===== src/rtl/tbaq_pkg.sv =====
// ----------------------------------------------------------------------------
// tbaq_pkg: shared types and constants for the temperature band alarm qualifier
// Widths, register reset values, register indexes and the per-alarm condition
// bundle passed from the top level to each alarm channel.
// ----------------------------------------------------------------------------
package tbaq_pkg;

    // sample and threshold width (supported range 8..16)
    localparam int TEMP_BITS    = 12;
    localparam int HYST_BITS    = 8;
    localparam int PERSIST_BITS = 8;
    localparam int CNT_BITS     = 8;

    // compare width: threshold +/- hysteresis never wraps
    localparam int BOUND_W      = TEMP_BITS + 2;

    // stream word widths, padded to whole bytes
    localparam int S_TDATA_W    = ((TEMP_BITS + 7) / 8) * 8;
    localparam int M_TDATA_W    = 8;

    // config port
    localparam int CFG_ADDR_W   = 2;
    localparam int CFG_DATA_W   = TEMP_BITS;

    localparam logic [CFG_ADDR_W-1:0] REG_HIGH_THRESHOLD = CFG_ADDR_W'(0);
    localparam logic [CFG_ADDR_W-1:0] REG_LOW_THRESHOLD  = CFG_ADDR_W'(1);
    localparam logic [CFG_ADDR_W-1:0] REG_HYSTERESIS     = CFG_ADDR_W'(2);
    localparam logic [CFG_ADDR_W-1:0] REG_PERSIST_TICKS  = CFG_ADDR_W'(3);

    localparam logic signed [TEMP_BITS-1:0] HIGH_THRESHOLD_RST = TEMP_BITS'(400);
    localparam logic signed [TEMP_BITS-1:0] LOW_THRESHOLD_RST  = TEMP_BITS'(300);
    localparam logic [HYST_BITS-1:0]        HYSTERESIS_RST     = HYST_BITS'(10);
    localparam logic [PERSIST_BITS-1:0]     PERSIST_TICKS_RST  = PERSIST_BITS'(60);

    // result word bit positions
    localparam int HIGH_ALARM_BIT = 0;
    localparam int LOW_ALARM_BIT  = 1;

    // compare results for one alarm on the current sample
    typedef struct packed {
        logic set_hit;    // sample qualifies toward setting the alarm
        logic clear_hit;  // sample qualifies toward clearing the alarm
    } tbaq_cond_t;

endpackage


===== src/rtl/tbaq_chan.sv =====
// ----------------------------------------------------------------------------
// tbaq_chan: one alarm flag with its persistence counter
// Picks the set or clear condition by the current flag, counts consecutive
// qualifying words and toggles the flag once the count reaches persistence.
// ----------------------------------------------------------------------------
module tbaq_chan (
    input  logic                                 aclk,
    input  logic                                 aresetn,
    input  logic                                 step,
    input  tbaq_pkg::tbaq_cond_t                 cond,
    input  logic [tbaq_pkg::PERSIST_BITS-1:0]    persist_ticks,
    output logic                                 flag,
    output logic                                 flag_next
);
    import tbaq_pkg::*;

    logic                flag_reg;
    logic [CNT_BITS-1:0] count_reg;
    logic [CNT_BITS-1:0] count_next;
    logic [CNT_BITS-1:0] count_inc;
    logic                hit;
    logic                fire;

    // pending condition depends on which way the flag would move
    assign hit       = flag_reg ? cond.clear_hit : cond.set_hit;
    assign count_inc = count_reg + CNT_BITS'(1);
    // zero persistence acts as one; a wrapped count also fires
    assign fire      = (count_inc >= persist_ticks) || (count_inc == '0);

    always_comb begin
        flag_next  = flag_reg;
        count_next = count_reg;
        if (step) begin
            if (hit && fire) begin
                flag_next  = ~flag_reg;
                count_next = '0;
            end else if (hit) begin
                count_next = count_inc;
            end else begin
                count_next = '0;
            end
        end
    end

    always_ff @(posedge aclk) begin
        if (!aresetn) begin
            flag_reg  <= 1'b0;
            count_reg <= '0;
        end else begin
            flag_reg  <= flag_next;
            count_reg <= count_next;
        end
    end

    assign flag = flag_reg;

endmodule


===== src/rtl/temperature_band_alarm_qualifier.sv =====
// ----------------------------------------------------------------------------
// temperature_band_alarm_qualifier: high/low alarms with hysteresis and
// persistence
// One signed temperature word per tick; each alarm sets after persist_ticks
// consecutive words past its threshold and clears after as many words back
// inside the threshold by more than the hysteresis band.
// ----------------------------------------------------------------------------
//  channel   dir  handshake                  payload
//  s_axis    in   s_axis_tvalid/tready       tdata[11:0] temperature (signed)
//  m_axis    out  m_axis_tvalid/tready       tdata[0] high_alarm, [1] low_alarm
//  cfg       in   cfg_valid/cfg_ready        cfg_addr register, cfg_data value
//
//  One word per cycle unless m_axis stalls; the result shows the cycle after accept.
//  The flag/counter update is a single compare-and-increment pass at accept.
//  Reset (aresetn low, synchronous) clears flags, counters and m_axis_tvalid
//  and restores the register defaults.
//  A stalled result holds in the output register; s_axis_tready stays high
//  whenever that register is empty or being drained in the same cycle.
// ----------------------------------------------------------------------------
module temperature_band_alarm_qualifier (
    input  logic                                 aclk,
    input  logic                                 aresetn,
    // input stream
    input  logic                                 s_axis_tvalid,
    output logic                                 s_axis_tready,
    input  logic [tbaq_pkg::S_TDATA_W-1:0]       s_axis_tdata,  // [11:0] temperature
    // result stream
    output logic                                 m_axis_tvalid,
    input  logic                                 m_axis_tready,
    output logic [tbaq_pkg::M_TDATA_W-1:0]       m_axis_tdata,  // [0] high_alarm,
                                                                // [1] low_alarm
    // register writes
    input  logic                                 cfg_valid,
    output logic                                 cfg_ready,
    input  logic [tbaq_pkg::CFG_ADDR_W-1:0]      cfg_addr,
    input  logic [tbaq_pkg::CFG_DATA_W-1:0]      cfg_data
);
    import tbaq_pkg::*;

    // ---------------- configuration registers ----------------
    logic signed [TEMP_BITS-1:0] high_threshold_reg;
    logic signed [TEMP_BITS-1:0] low_threshold_reg;
    logic [HYST_BITS-1:0]        hysteresis_reg;
    logic [PERSIST_BITS-1:0]     persist_ticks_reg;

    assign cfg_ready = 1'b1;

    always_ff @(posedge aclk) begin
        if (!aresetn) begin
            high_threshold_reg <= HIGH_THRESHOLD_RST;
            low_threshold_reg  <= LOW_THRESHOLD_RST;
            hysteresis_reg     <= HYSTERESIS_RST;
            persist_ticks_reg  <= PERSIST_TICKS_RST;
        end else if (cfg_valid && cfg_ready) begin
            unique case (cfg_addr)
                REG_HIGH_THRESHOLD: high_threshold_reg <= cfg_data[TEMP_BITS-1:0];
                REG_LOW_THRESHOLD:  low_threshold_reg  <= cfg_data[TEMP_BITS-1:0];
                REG_HYSTERESIS:     hysteresis_reg     <= cfg_data[HYST_BITS-1:0];
                REG_PERSIST_TICKS:  persist_ticks_reg  <= cfg_data[PERSIST_BITS-1:0];
                default: ;
            endcase
        end
    end

    // ---------------- handshake ----------------
    logic m_valid_reg;
    logic s_accept;

    // output register takes a new word when empty or drained this cycle
    assign s_axis_tready = ~m_valid_reg | m_axis_tready;
    assign s_accept      = s_axis_tvalid & s_axis_tready;

    // ---------------- compares ----------------
    // everything widened by two bits so threshold +/- hysteresis cannot wrap
    logic signed [TEMP_BITS-1:0] temp;
    logic signed [BOUND_W-1:0]   temp_ext;
    logic signed [BOUND_W-1:0]   high_ext;
    logic signed [BOUND_W-1:0]   low_ext;
    logic signed [BOUND_W-1:0]   hyst_ext;
    logic signed [BOUND_W-1:0]   high_clear_bound;
    logic signed [BOUND_W-1:0]   low_clear_bound;
    tbaq_cond_t                  high_cond;
    tbaq_cond_t                  low_cond;

    assign temp     = s_axis_tdata[TEMP_BITS-1:0];
    assign temp_ext = BOUND_W'(temp);
    assign high_ext = BOUND_W'(high_threshold_reg);
    assign low_ext  = BOUND_W'(low_threshold_reg);
    assign hyst_ext = signed'({{(BOUND_W-HYST_BITS){1'b0}}, hysteresis_reg});

    assign high_clear_bound = high_ext - hyst_ext;
    assign low_clear_bound  = low_ext + hyst_ext;

    assign high_cond.set_hit   = temp_ext >= high_ext;
    assign high_cond.clear_hit = temp_ext <  high_clear_bound;
    assign low_cond.set_hit    = temp_ext <= low_ext;
    assign low_cond.clear_hit  = temp_ext >  low_clear_bound;

    // ---------------- alarm channels ----------------
    logic high_flag, high_flag_next;
    logic low_flag, low_flag_next;

    tbaq_chan u_high (
        .aclk          (aclk),
        .aresetn       (aresetn),
        .step          (s_accept),
        .cond          (high_cond),
        .persist_ticks (persist_ticks_reg),
        .flag          (high_flag),
        .flag_next     (high_flag_next)
    );

    tbaq_chan u_low (
        .aclk          (aclk),
        .aresetn       (aresetn),
        .step          (s_accept),
        .cond          (low_cond),
        .persist_ticks (persist_ticks_reg),
        .flag          (low_flag),
        .flag_next     (low_flag_next)
    );

    // ---------------- result register ----------------
    logic [M_TDATA_W-1:0] m_data_reg;
    logic [M_TDATA_W-1:0] m_data_next;

    always_comb begin
        m_data_next                 = '0;
        m_data_next[HIGH_ALARM_BIT] = high_flag_next;
        m_data_next[LOW_ALARM_BIT]  = low_flag_next;
    end

    always_ff @(posedge aclk) begin
        if (!aresetn) begin
            m_valid_reg <= 1'b0;
        end else if (s_accept) begin
            m_valid_reg <= 1'b1;
        end else if (m_axis_tready) begin
            m_valid_reg <= 1'b0;
        end
    end

    // payload, no reset needed
    always_ff @(posedge aclk) begin
        if (s_accept) begin
            m_data_reg <= m_data_next;
        end
    end

    assign m_axis_tvalid = m_valid_reg;
    assign m_axis_tdata  = m_data_reg;

    // ---------------- assertions ----------------
    // a held result must block new input, or it would be overwritten
    a_no_overwrite: assert property (@(posedge aclk) disable iff (!aresetn)
        (m_axis_tvalid && !m_axis_tready) |-> !s_axis_tready)
        else $error("input accepted while result stalled");

    // every accepted word yields a result next cycle
    a_result_follows: assert property (@(posedge aclk) disable iff (!aresetn)
        s_accept |=> m_axis_tvalid)
        else $error("accepted word produced no result");

    // alarm state only moves on an accepted word
    a_flags_hold: assert property (@(posedge aclk) disable iff (!aresetn)
        !s_accept |=> ($stable(high_flag) && $stable(low_flag)))
        else $error("alarm flag changed without input");

    // result word mirrors the flags it was built from
    a_result_matches: assert property (@(posedge aclk) disable iff (!aresetn)
        s_accept |=> (m_axis_tdata[HIGH_ALARM_BIT] == high_flag &&
                      m_axis_tdata[LOW_ALARM_BIT] == low_flag))
        else $error("result word disagrees with alarm flags");

endmodule


===== config.mk =====
export PLATFORM = sky130hd
export DESIGN_NAME = temperature_band_alarm_qualifier
export DESIGN_NICKNAME = d
export VERILOG_FILES = /design/src/rtl/tbaq_pkg.sv /design/src/rtl/tbaq_chan.sv /design/src/rtl/temperature_band_alarm_qualifier.sv
export SDC_FILE = /design/constraint.sdc
export NUM_CORES = 1
export LEC_CHECK = 0
export BUFFER_PORTS_ARGS = -buffer_cell sky130_fd_sc_hd__buf_4
export CAP_MARGIN = 20
export CORE_MARGIN = 1.5
export CORE_UTILIZATION = 59
export CTS_CLUSTER_DIAMETER = 200
export DETAILED_ROUTE_END_ITERATION = 8
export GPL_TIMING_DRIVEN = 0
export PLACE_DENSITY = 0.77
export SLEW_MARGIN = 40
export SYNTH_ARGS = -nofsm -noshare
export SYNTH_HDL_FRONTEND = slang
export SYNTH_SLANG_ARGS = --single-unit

===== constraint.sdc =====
create_clock -name aclk -period 4.74 [get_ports aclk]
set_input_delay 1.422 -clock aclk [delete_from_list [all_inputs] [get_ports aclk]]
set_output_delay 1.422 -clock aclk [all_outputs]
set_load 0.1 [all_outputs]

==> results.cfg <==
[timing]
worst_pin_slew_ns = 0.7224
max_slew_margin_pct = 51.66
period_needed_ns = 4.531
final-hold-violation-count = 0
finalSetupViolCount = 0
period_share_pct = 95.59
rsz0062_at_grt = no
drv_slew = 0
skew_ns = 0.01185
setup_tns_ns = 0
max_freq_mhz = 220.7

[floorplanning]
dieArea_sq_um = 8998
ios = 46
initial_core_util_pct = 60.90
die_x_um = 94.86
rows = 33
core_sq_um = 8175
die_y_um = 94.86

[placed_design]
dpl.cell_count = 757
place_area_sq_um = 5369
io_buffers = 32
dp_hpwl_um = 9702
globalplace.congestion = 0.9347

[critical_path]
path_cells = ha_1, inv_1, fa_1, a21o_1, a21oi_2, o21bai_1, a21oi_2, nor2_1, a211o_1, xnor2_1, ha_1, a21oi_1, a21boi_1, or4b_1, o311a_1, nor3b_2, mux2_2, and2_1
cp-start-kind = flip-flop
cp_slowest_stage_delay_ns = 0.51
end_kind = flip-flop
critPathSlowestCell = or4b_1
cp_max_fo = 3
crit_type = reg -> reg
cp_data_required_time_ns = 4.97
worstPathArrival_ns = 4.76

[clock_network]
worst_skew_pair.late_latency_ns = 0.34
clockRootBuffer = clkbuf_8
clock-sinks = 61
cts_setup_buffers = 0
numCtsBuffers = 9
cts_tree = done
htree_num_levels = 3
clockBufferDepth = 2
clk_pin_slew_worst_paths_ns = 0.07

[power]
p_sw_share_pct = 30.56
power-per-cell-area_nw_per_um2 = 244.1
p_seq_share_pct = 39.9
comb_power_share_pct = 23.0
clkPwrFrac_pct = 37.0
vdd_drop_max_mv = 0.1635
p_leak_nw = 2.479
p_switching_uw = 417.7
intPower_uw = 949.0

[final_layout]
layout.cells.non_filler = 773
utilization_pct = 68.49
antenna_cells = 0
stdcell_area_sq_um = 5599
drive_gt1_share_pct = 10.48
area_delta_synth_final_pct = 12.47
fin_nets = 783

[logic_synthesis]
ys_types = 57
synth_warnings = 0
synth-seq-cells = 61
synth_most_common_cell = nand2_1
synth_edf_count = 2
synth_top_cell_area_share_pct = 23.72
seq_area_frac_synth_pct = 24.93
synthArstFlopShare_pct = 0
synth_common_cells = nand2_1 (103), ha_1 (83), dfxtp_1 (59)
syn_inst = 615
synthTopCellsByArea = dfxtp_1 (24%), ha_1 (21%), nand2_1 (7.8%), a21boi_0 (4.7%), inv_1 (4.1%)
synth_ff_type = dfxtp_1
syn_area_per_cell_sq_um = 8.095
syn_area_sq_um = 4979
yosysTopAreaCell = dfxtp_1

[route]
wl_per_cell_um = 15.80
routed-via-count = 4553
drt_iter0_drc = 226
drc = 0
vias_per_cell = 5.890
antenna_left = 0
routed_wl_um = 12220
dr.pass1.iters = 5

[global_route]
grt_pass1_vias = 4166
antenna_found_initial = 0
grt_max_degree = 11
grt_pass1_wl_um = 19460
track_usage_pct = 28.14
overflow = 0

[outcome]
status = completed

[job]
drv_cap = 0

[min_path]
min_path_type = reg -> reg
## kinds of logic after synthesis
kind of cell / count (synthesis) / share of synthesized area, %
simple gates: 204 / 19.85
compound gates: 148 / 20.33
fa+ha+maj: 85 / 21.66
buf+inv: 78 / 6.433
flops: 61 / 24.93
xor+xnor: 33 / 5.805
mux: 4 / 0.8294
other cells: 2 / 0.1508
## per-layer routing
layer	track usage, %	wire length (um)	vias up
li1	-	-	2246
met5	0	0	-
met2	45.83	5550	172
met1	37.22	5493	2106
met3	4.831	871	29
met4	10.07	299	0
## critical path: cells and delay by family, from the launching register on
kind | cells | cell delay, ns
AO/OA/AOI/OAI | 8 | 1.63
XOR/XNOR | 1 | 0.14
adder cells (fa/ha/maj) | 3 | 0.92
buffers and inverters | 1 | 0.05
flip-flops | 1 | 0.39
multiplexers | 1 | 0.37
AND/OR/NAND/NOR | 4 | 0.96
## cell type report
class	count	area (sq um)
fillers	693	2576
plain buffers	23	113.9
clock buffers	11	131.4
repair buffers	32	240.2
clock inverters	5	75.07
multi-input cells	481	3460
flip-flops and latches	61	1241
well taps	105	131.4
inverters	55	206.4
## repair_timing
action / CTS / global route
gates resized for setup: 0 / 4
endpoints found under the hold margin: 0 / 0
endpoints found under the setup margin: 0 / 16
hold buffers: 0 / 0
## worst paths after layout
| kind | start | endpoint | slack, ns | depth (start not counted) |
|---|---|---|---|---|
| worst min register to register | persist_ticks_reg[6] | persist_ticks_reg[6] | 0.47 | 2 |
| worst max-delay path | hysteresis_reg[0] | u_high.flag | 0.21 | 18 |
| worst min-delay path | persist_ticks_reg[6] | persist_ticks_reg[6] | 0.47 | 2 |
| worst max register to register | hysteresis_reg[0] | u_high.flag | 0.21 | 18 |
## power groups by stage
| stage | registers, mW | logic (mW) | clock network [mW] |
|---|---|---|---|
| global route | 0.547 | 0.353 | 0.531 |
| floorplan | 0.562 | 0.210 | 0 |
| finish | 0.545 | 0.315 | 0.506 |
| detailed placement | 0.557 | 0.307 | 0 |
| CTS | 0.545 | 0.310 | 0.504 |
| global placement | 0.556 | 0.293 | 0 |
## metrics by stage
step                hold slack [ns]  setup slack [ns]  total power [mW]
global route                 0.5100           0.05641             1.431
CTS                          0.4767           0.09459             1.359
detailed placement           0.4675            0.1454            0.8639
floorplan                    0.4435            0.6059            0.7721
finish                       0.4746            0.2090             1.367
global placement             0.4556            0.2562            0.8493
## placed cells by master, fill, tap and decap left out, types with 7 or more instances in the layout
cell,Yosys,layout
a211oi_1,10,9
a21boi_0,31,31
a21boi_1,8,8
a21o_1,10,10
a21oi_1,23,21
buf_4,7,39
clkbuf_1,14,16
clkbuf_8,0,9
conb_1,2,7
dfxtp_1,59,59
ha_1,83,83
inv_1,54,54
nand2_1,103,103
nand2b_1,10,10
nand3_1,22,22
nand4_1,10,10
nor2_1,21,21
o211ai_1,16,16
o21ai_0,24,24
xnor2_1,22,22
xor2_1,11,11
(Power assumes the default switching activity.)
